$ cat config.mk
export PLATFORM = sky130hd
export DESIGN_NAME = maze_backtracker_carver
export DESIGN_NICKNAME = d
export VERILOG_FILES = /design/src/rtl/mbc_pkg.sv /design/src/rtl/maze_backtracker_carver.sv
export SDC_FILE = /design/constraint.sdc
export NUM_CORES = 2
export LEC_CHECK = 0
export ABC_AREA = 1
export ABC_CLOCK_PERIOD_IN_PS = 9800
export BUFFER_PORTS_ARGS = -buffer_cell sky130_fd_sc_hd__buf_2
export CAP_MARGIN = 0
export CORE_MARGIN = 1
export CORE_UTILIZATION = 60
export DETAILED_ROUTE_END_ITERATION = 6
export GPL_ROUTABILITY_DRIVEN = 0
export HOLD_SLACK_MARGIN = 0.08
export PLACE_DENSITY_LB_ADDON = 0.2
export SLEW_MARGIN = 15
export SYNTH_ARGS = -nofsm -noshare
export SYNTH_HDL_FRONTEND = slang
export SYNTH_SLANG_ARGS = --single-unit
$ cat constraint.sdc
create_clock -name i_clk -period 9.8 [get_ports i_clk]
set_input_delay 0.98 -clock i_clk [delete_from_list [all_inputs] [get_ports i_clk]]
set_output_delay 0.98 -clock i_clk [all_outputs]
set_load 0.01 [all_outputs]
$ cat src/rtl/mbc_pkg.sv
package mbc_pkg;

    localparam int MBC_MAX_SIDE   = 16;
    localparam int MBC_SIDE_W     = 5;
    localparam int MBC_SIDE_RESET = 10;
    localparam int MBC_RC_W       = 4;
    localparam int MBC_S_DATA_W   = 8;
    localparam int MBC_M_DATA_W   = 16;

    typedef enum logic [1:0] {
        DIR_TOP    = 2'd0,
        DIR_RIGHT  = 2'd1,
        DIR_BOTTOM = 2'd2,
        DIR_LEFT   = 2'd3
    } t_dir;

endpackage

$ cat src/rtl/maze_backtracker_carver.sv
// Channel   Dir  Word
// s_axis    in   tuser: op (restart); tdata: rand_dir
// m_axis    out  tdata: from_row, from_col, direction, carved, done_res
// i_cfg     in   write enable and side_used value
//
// A step passes S_MARK, S_UP and S_DN on its way to S_OUT, where the output
// word is loaded; every stack pop adds S_POP, S_UP, S_MID and S_DN, set by the
// single read port of the visited row memory (up, middle and down rows are
// read one after another). Restart and finished steps go from S_IDLE straight
// to S_OUT; s_axis_tready returns the cycle after the word is loaded.
// A side_used write starts a recount of the rows of the visited memory;
// s_axis_tready stays low meanwhile.
// Reset is synchronous; a full output register holds the result until taken.
module maze_backtracker_carver #(
    parameter int MAX_SIDE = mbc_pkg::MBC_MAX_SIDE
) (
    input  logic                              i_clk,
    input  logic                              i_rst_n,
    input  logic                              i_cfg_we,
    input  logic [mbc_pkg::MBC_SIDE_W-1:0]    i_cfg_wdata,
    input  logic                              s_axis_tvalid,
    output logic                              s_axis_tready,
    // [1:0] rand_dir, [7:2] zero
    input  logic [mbc_pkg::MBC_S_DATA_W-1:0]  s_axis_tdata,
    // [0] op
    input  logic                              s_axis_tuser,
    output logic                              m_axis_tvalid,
    input  logic                              m_axis_tready,
    // [3:0] from_row, [7:4] from_col, [9:8] direction, [10] carved,
    // [11] done_res, [15:12] zero
    output logic [mbc_pkg::MBC_M_DATA_W-1:0]  m_axis_tdata
);
    import mbc_pkg::*;

    localparam int RW    = $clog2(MAX_SIDE);
    localparam int CELLS = MAX_SIDE * MAX_SIDE;
    localparam int SA_W  = $clog2(CELLS);
    localparam int DEP_W = $clog2(CELLS + 1);

    typedef enum logic [2:0] {
        S_IDLE, S_MARK, S_POP, S_UP, S_MID, S_DN, S_OUT
    } t_state;

    t_state                 r_state;
    logic [MBC_SIDE_W-1:0]  r_side;
    logic                   r_pop;
    t_dir                   r_dir;
    logic [RW-1:0]          r_row, r_col, r_cur_row, r_cur_col;
    logic [DEP_W-1:0]       r_depth, r_cnt;
    logic                   r_fin;
    logic [MAX_SIDE-1:0]    r_up, r_mid;
    logic [MAX_SIDE-1:0]    r_row_vld;
    logic                   r_vis_qv;
    logic [RW-1:0]          r_res_row, r_res_col;
    t_dir                   r_res_dir;
    logic                   r_res_carved;
    logic                   r_sweep;
    logic [RW:0]            r_sw_cnt;
    logic                   r_m_valid;
    logic [MBC_M_DATA_W-1:0] r_m_data;

    logic [MAX_SIDE-1:0]    mem_vis [MAX_SIDE];
    logic [MAX_SIDE-1:0]    r_vis_q;
    logic [2*RW-1:0]        mem_stk [CELLS];
    logic [2*RW-1:0]        r_stk_q;

    logic [MBC_SIDE_W-1:0]   side;
    logic [2*MBC_SIDE_W-1:0] sq_full;
    logic [DEP_W-1:0]        sq;
    logic [MAX_SIDE-1:0]     col_mask;
    logic [MAX_SIDE-1:0]     vis_q;
    logic [MAX_SIDE-1:0]     onehot;
    logic                    vis_rd_en, vis_wr_en, stk_rd_en, stk_wr_en;
    logic [RW-1:0]           vis_rd_addr;
    logic [SA_W-1:0]         stk_rd_addr;
    logic [RW-1:0]           stk_row, stk_col;
    logic [MBC_SIDE_W-1:0]   row_x, col_x;
    logic [3:0]              open;
    logic                    found, any_open, in_square, done_now, out_free;
    t_dir                    sel;
    logic [RW-1:0]           dst_row, dst_col;
    logic [DEP_W-1:0]        row_pop;

    assign side = (r_side < MBC_SIDE_W'(2)) ? MBC_SIDE_W'(2) :
                  (r_side > MBC_SIDE_W'(MAX_SIDE)) ? MBC_SIDE_W'(MAX_SIDE) : r_side;
    assign sq_full = side * side;
    assign sq      = DEP_W'(sq_full);

    always_comb begin
        for (int c = 0; c < MAX_SIDE; c++) begin
            col_mask[c] = (MBC_SIDE_W'(c) < side);
        end
    end

    assign vis_q     = r_vis_qv ? r_vis_q : '0;
    assign onehot    = MAX_SIDE'(1) << r_col;
    assign stk_row   = r_stk_q[2*RW-1:RW];
    assign stk_col   = r_stk_q[RW-1:0];
    assign row_x     = MBC_SIDE_W'(r_row);
    assign col_x     = MBC_SIDE_W'(r_col);
    assign in_square = (row_x < side) && (col_x < side);
    assign done_now  = r_fin || (r_cnt == sq);
    assign out_free  = !r_m_valid || m_axis_tready;
    assign row_pop   = DEP_W'($countones(vis_q & col_mask));

    // neighbor check: up and middle rows registered, down row on the read port
    always_comb begin
        open[DIR_TOP]    = (r_row != '0) && ((row_x - 1'b1) < side) && (col_x < side)
                           && !r_up[r_col];
        open[DIR_RIGHT]  = (row_x < side) && ((col_x + 1'b1) < side)
                           && !r_mid[RW'(r_col + 1'b1)];
        open[DIR_BOTTOM] = (col_x < side) && ((row_x + 1'b1) < side) && !vis_q[r_col];
        open[DIR_LEFT]   = (r_col != '0) && (row_x < side) && ((col_x - 1'b1) < side)
                           && !r_mid[RW'(r_col - 1'b1)];
        any_open = |open;
        found    = 1'b0;
        sel      = DIR_TOP;
        for (int k = 0; k < 4; k++) begin
            if (!found && open[2'(r_dir + 2'(k))]) begin
                found = 1'b1;
                sel   = t_dir'(2'(r_dir + 2'(k)));
            end
        end
        dst_row = r_row;
        dst_col = r_col;
        case (sel)
            DIR_TOP:    dst_row = r_row - 1'b1;
            DIR_RIGHT:  dst_col = r_col + 1'b1;
            DIR_BOTTOM: dst_row = r_row + 1'b1;
            DIR_LEFT:   dst_col = r_col - 1'b1;
            default:    dst_row = r_row;
        endcase
    end

    always_comb begin
        vis_rd_en   = 1'b0;
        vis_rd_addr = r_row;
        vis_wr_en   = 1'b0;
        stk_rd_en   = 1'b0;
        stk_rd_addr = SA_W'(r_depth - 1'b1);
        stk_wr_en   = 1'b0;
        case (r_state)
            S_IDLE: begin
                if (r_sweep && !i_cfg_we && (r_sw_cnt < (RW+1)'(MAX_SIDE))) begin
                    vis_rd_en   = 1'b1;
                    vis_rd_addr = RW'(r_sw_cnt);
                end else if (s_axis_tvalid && s_axis_tready) begin
                    vis_rd_en   = 1'b1;
                    vis_rd_addr = r_cur_row;
                end
            end
            S_MARK: begin
                vis_wr_en   = !vis_q[r_col];
                stk_wr_en   = (r_depth < DEP_W'(CELLS));
                vis_rd_en   = 1'b1;
                vis_rd_addr = (r_row == '0) ? r_row : r_row - 1'b1;
            end
            S_POP: begin
                vis_rd_en   = 1'b1;
                vis_rd_addr = (stk_row == '0) ? stk_row : stk_row - 1'b1;
            end
            S_UP: begin
                vis_rd_en = 1'b1;
                if (r_pop) begin
                    vis_rd_addr = r_row;
                end else begin
                    vis_rd_addr = (r_row == RW'(MAX_SIDE - 1)) ? r_row : r_row + 1'b1;
                end
            end
            S_MID: begin
                vis_rd_en   = 1'b1;
                vis_rd_addr = (r_row == RW'(MAX_SIDE - 1)) ? r_row : r_row + 1'b1;
            end
            S_DN: begin
                stk_rd_en = !(!r_pop && found) && !any_open && (r_depth != '0);
            end
            default: begin
                vis_rd_en = 1'b0;
            end
        endcase
    end

    always_ff @(posedge i_clk) begin
        if (vis_wr_en) begin
            mem_vis[r_row] <= vis_q | onehot;
        end
        if (vis_rd_en) begin
            r_vis_q <= mem_vis[vis_rd_addr];
        end
    end

    always_ff @(posedge i_clk) begin
        if (stk_wr_en) begin
            mem_stk[r_depth[SA_W-1:0]] <= {r_row, r_col};
        end
        if (stk_rd_en) begin
            r_stk_q <= mem_stk[stk_rd_addr];
        end
    end

    always_ff @(posedge i_clk) begin
        if (!i_rst_n) begin
            r_state   <= S_IDLE;
            r_side    <= MBC_SIDE_W'(MBC_SIDE_RESET);
            r_pop     <= 1'b0;
            r_cur_row <= '0;
            r_cur_col <= '0;
            r_depth   <= '0;
            r_cnt     <= '0;
            r_fin     <= 1'b0;
            r_row_vld <= '0;
            r_vis_qv  <= 1'b0;
            r_sweep   <= 1'b0;
            r_sw_cnt  <= '0;
            r_m_valid <= 1'b0;
        end else begin
            if (vis_rd_en) begin
                r_vis_qv <= r_row_vld[vis_rd_addr];
            end
            if ((r_state == S_OUT) && out_free) begin
                r_m_valid <= 1'b1;
            end else if (m_axis_tready) begin
                r_m_valid <= 1'b0;
            end
            if (i_cfg_we) begin
                r_side   <= i_cfg_wdata;
                r_sweep  <= 1'b1;
                r_sw_cnt <= '0;
                r_cnt    <= '0;
            end else if (r_sweep) begin
                if ((r_sw_cnt != '0) && (MBC_SIDE_W'(r_sw_cnt - 1'b1) < side)) begin
                    r_cnt <= r_cnt + row_pop;
                end
                if (r_sw_cnt == (RW+1)'(MAX_SIDE)) begin
                    r_sweep <= 1'b0;
                end
                r_sw_cnt <= r_sw_cnt + 1'b1;
            end
            case (r_state)
                S_IDLE: begin
                    if (s_axis_tvalid && s_axis_tready) begin
                        r_dir        <= t_dir'(s_axis_tdata[1:0]);
                        r_row        <= r_cur_row;
                        r_col        <= r_cur_col;
                        r_pop        <= 1'b0;
                        r_res_row    <= '0;
                        r_res_col    <= '0;
                        r_res_dir    <= DIR_TOP;
                        r_res_carved <= 1'b0;
                        if (s_axis_tuser) begin
                            r_cnt     <= '0;
                            r_fin     <= 1'b0;
                            r_depth   <= '0;
                            r_cur_row <= '0;
                            r_cur_col <= '0;
                            r_row_vld <= '0;
                            r_state   <= S_OUT;
                        end else if (done_now) begin
                            r_fin   <= 1'b1;
                            r_state <= S_OUT;
                        end else begin
                            r_state <= S_MARK;
                        end
                    end
                end
                S_MARK: begin
                    r_mid <= vis_q | onehot;
                    if (!vis_q[r_col]) begin
                        r_row_vld[r_row] <= 1'b1;
                        if (in_square) begin
                            r_cnt <= r_cnt + 1'b1;
                        end
                    end
                    if (r_depth < DEP_W'(CELLS)) begin
                        r_depth <= r_depth + 1'b1;
                    end
                    r_state <= S_UP;
                end
                S_POP: begin
                    r_row   <= stk_row;
                    r_col   <= stk_col;
                    r_state <= S_UP;
                end
                S_UP: begin
                    r_up    <= vis_q;
                    r_state <= r_pop ? S_MID : S_DN;
                end
                S_MID: begin
                    r_mid   <= vis_q;
                    r_state <= S_DN;
                end
                S_DN: begin
                    if (!r_pop && found) begin
                        r_res_row    <= r_row;
                        r_res_col    <= r_col;
                        r_res_dir    <= sel;
                        r_res_carved <= 1'b1;
                        r_cur_row    <= dst_row;
                        r_cur_col    <= dst_col;
                        r_state      <= S_OUT;
                    end else if (any_open || (r_depth == '0)) begin
                        r_cur_row <= r_row;
                        r_cur_col <= r_col;
                        r_state   <= S_OUT;
                    end else begin
                        r_depth <= r_depth - 1'b1;
                        r_pop   <= 1'b1;
                        r_state <= S_POP;
                    end
                end
                S_OUT: begin
                    if (out_free) begin
                        r_m_data  <= {4'b0000, done_now, r_res_carved, r_res_dir,
                                      MBC_RC_W'(r_res_col), MBC_RC_W'(r_res_row)};
                        r_fin     <= done_now;
                        r_state   <= S_IDLE;
                    end
                end
                default: begin
                    r_state <= S_IDLE;
                end
            endcase
        end
    end

    assign s_axis_tready = (r_state == S_IDLE) && !r_sweep;
    assign m_axis_tvalid = r_m_valid;
    assign m_axis_tdata  = r_m_data;

`ifndef NO_ASSERTIONS
    a_depth_bound: assert property (@(posedge i_clk) disable iff (!i_rst_n)
        r_depth <= DEP_W'(CELLS))
        else $error("stack depth beyond grid size");

    a_count_bound: assert property (@(posedge i_clk) disable iff (!i_rst_n)
        r_cnt <= sq)
        else $error("visited count beyond square size");

    a_carve_not_done: assert property (@(posedge i_clk) disable iff (!i_rst_n)
        m_axis_tvalid |-> !(m_axis_tdata[10] && m_axis_tdata[11]))
        else $error("carved word flagged done");

    a_one_in_flight: assert property (@(posedge i_clk) disable iff (!i_rst_n)
        (s_axis_tvalid && s_axis_tready) |=> !s_axis_tready)
        else $error("second word taken while busy");
`endif

endmodule

==> run metrics <==
GR Overflow Total 0; drt initial violations 9063; Post-synth EDFFs 2393; boundary pin count 37; commonest non-fill, non-tap cell in the layout edfxtp_1; max_slew headroom 0.127; crit path DAT 6.49 ns; commonest cells after routing, fill and taps aside edfxtp_1, nor2_1, o21ai_0, o22ai_1, nand2_1; Period minus WS final 5.78 ns; Clock Latency Late Sink 0.87 ns; P_leak 0.0366 µW; Unique masters post-synth 59; crit start category flop; Total GRT Usage 0.305; FP Rows 150; CTS clock-pin slew for the worst setup and hold paths 0.06 ns; DRT antenna net count 0; Crit path required time 10.51 ns; Filler cells 12100; pin count of the biggest net entering global routing 229; height of the die 414 µm; violated checks DRC; Pwr Total 34600 µW; CTS tree yes; area share of the largest cell type after synthesis 0.707; Initial Util 0.606; Worst Hold Endpoint r_dir[0]$_DFFE_PP_; total power density per cell area 312 nW/µm²; Die W 414 µm; critical path's top delay family compound AO/OA/AOI/OAI gates; total wire length 264000 µm; Gate Count Post-Synth 8419; peak supply drop 0.000307 V; input/output buffers 26; vias in the first global route 62800; Final Hold Viols 0; post-DR vias/cell 6.35; ys flop type edfxtp_1; CP Class flop to flop; Seq cells post-synth 2453; unrepaired setup endpoints after global routing no; hold path depth 1; clock buffer depth 3; share of cells above drive strength 1 0.0666; FF-to-FF setup slack 4.02 ns; status complete, but fails checks; Setup-failing EPs final 0; MaxCap Viol Count 0; CP max FO 119; drt pass-1 iters 7; total CTS buffers 230; WL per Instance 24.9 µm; mapped cell area 102000 µm²; crit end category flop; # resized after CTS 0; H-tree depth 4; final worst-path cycle share 0.590; Tightest Pin Transition 1.31 ns; cell repeated most along the worst path o22ai_1; CTS Hold Bufs 0; Root Buffer Master clkbuf_16; CP max-delay cell dfxtp_4; f_max 173 MHz; Multi-input gate area 25100 µm²; Hold/Removal Path Class primary input to flop; die footprint 171000 µm²; syn_area_per_cell 12.1 µm²; WP buf/inv 3; area occupied by registers 73100 µm²; Crit path largest cell delay 0.92 ns; number of slew-limit violations in the final report 0; R2R Path End r_stk_q[0]$_DFFE_PP_; Fin Clk Skew 0.0356 ns; Clock Sinks 2453; Core Region 168000 µm²; dominant cells by area after synthesis edfxtp_1, o21ai_0, nor2_1; post-synth top area cell edfxtp_1; reg2reg path depth 12; Detailed Place HPWL 148000 µm; critical-path cell list inv_8 > ha_4 > buf_12 > buf_4 > o21ai_0 > o22ai_1 > o21ai_0 > o22ai_1 > nor2_1 > o22ai_1 > o21ai_0 > o22ai_1; final net count 8316; DRC viols 1; setup bufs post-CTS 0; first-pass GRT wire length 390000 µm; vias 67400; min-delay src s_axis_tdata[0]; Area Overhead vs Synth 8.94%; initial antenna violation count 4; RR Startpoint r_depth[0]$_SDFFE_PN0P_; Async SR Flop Fraction 0; sequential fraction of the synthesis area 0.719; final setup TNS 0 ns; yosys warns 0
how the worst max path moves through the flow:
stage / start / slack [ns] / cells past startpoint / to
final: r_depth[0]$_SDFFE_PN0P_ / 4.02 / 12 / r_stk_q[0]$_DFFE_PP_
after CTS: r_depth[0]$_SDFFE_PN0P_ / 4.21 / 12 / r_stk_q[0]$_DFFE_PP_
after floorplan: r_row[1]$_DFFE_PP_ / 2.88 / 16 / r_res_carved$_DFFE_PP_
after global routing: r_side[4]$_SDFFE_PN0P_ / 3.89 / 22 / r_cnt[8]$_SDFF_PN0_
after detailed placement: r_side[4]$_SDFFE_PN0P_ / 4.22 / 23 / r_cnt[6]$_SDFF_PN0_
after global placement: r_side[4]$_SDFFE_PN0P_ / 4.24 / 23 / r_cnt[6]$_SDFF_PN0_
routing by layer:
metal	track usage	routed length, µm
met4	0.126	11300
met3	0.0637	29600
met1	0.426	101000
met5	0	34
met2	0.471	121000
state kept, by name, indices dropped and copies added (netlist names), 5 cells and up:
name / flops
r_up: 16
r_row_vld: 16
r_depth: 9
m_axis_tdata: 12
mem_stk: 2048
r_cnt: 9
r_mid: 16
r_vis_q: 16
mem_vis: 256
r_stk_q: 8
r_sw_cnt: 5
r_side: 5
cells in the mapped netlist (24+ instances only):
library cell,instances
nand4_1,24
xor2_1,25
nor2_1,1740
nor3_1,28
clkbuf_1,466
buf_2,75
inv_1,338
a21oi_1,161
o22ai_1,680
edfxtp_1,2393
ha_1,64
o21ai_1,30
dfxtp_1,60
o21ai_0,1477
nand3_1,220
nand2_1,376
o211ai_1,73
worst reg2reg max path: cells and delay by family (launching register included):
family | cells | cell delay, ns
simple gates | 1 | 0.11
buf+inv | 3 | 1.72
fa+ha+maj | 1 | 0.89
flops | 1 | 0.92
compound gates | 7 | 2.03
cells by family after synthesis:
group,Yosys count,synth area share
buffers and inverters,939,0.0366
and+or+nand+nor,2445,0.0970
other,1,0.0000369
xor gates and xnor gates,35,0.00309
AOI/OAI and AO/OA,2463,0.133
adders and majority gates,79,0.0108
muxes,4,0.000443
DFF,2453,0.719
metrics by stage:
step | hold WS (ns) | util | std cells | area [µm²] | worst slack (ns)
after floorplan | 0.400 | - | 8425 | 102000 | 2.88
after global placement | 0.412 | 0.617 | 10200 | 103000 | 4.24
after detailed placement | 0.415 | 0.617 | 10200 | 103000 | 4.22
after CTS | 0.292 | 0.660 | 10600 | 111000 | 4.21
after global routing | 0.309 | 0.661 | 10600 | 111000 | 3.89
final | 0.335 | 0.661 | 10600 | 111000 | 4.02
cell type report:
cell class                 count  share of cell area
multi-input combinational   5033               0.226
antenna                        2           0.0000452
tap                         2204              0.0249
clock inverter               133              0.0110
clock buffer                 288              0.0546
inverter                     364              0.0126
sequential                  2453               0.660
timing repair buffer         136              0.0106
where the power goes:
group	switching (µW)	internal, µW	total [µW]
registers	126	12900	13000
logic	9790	3130	12900
clock network	3830	4830	8660
total	13800	20800	34600
Power figures use the tool's default switching activity.
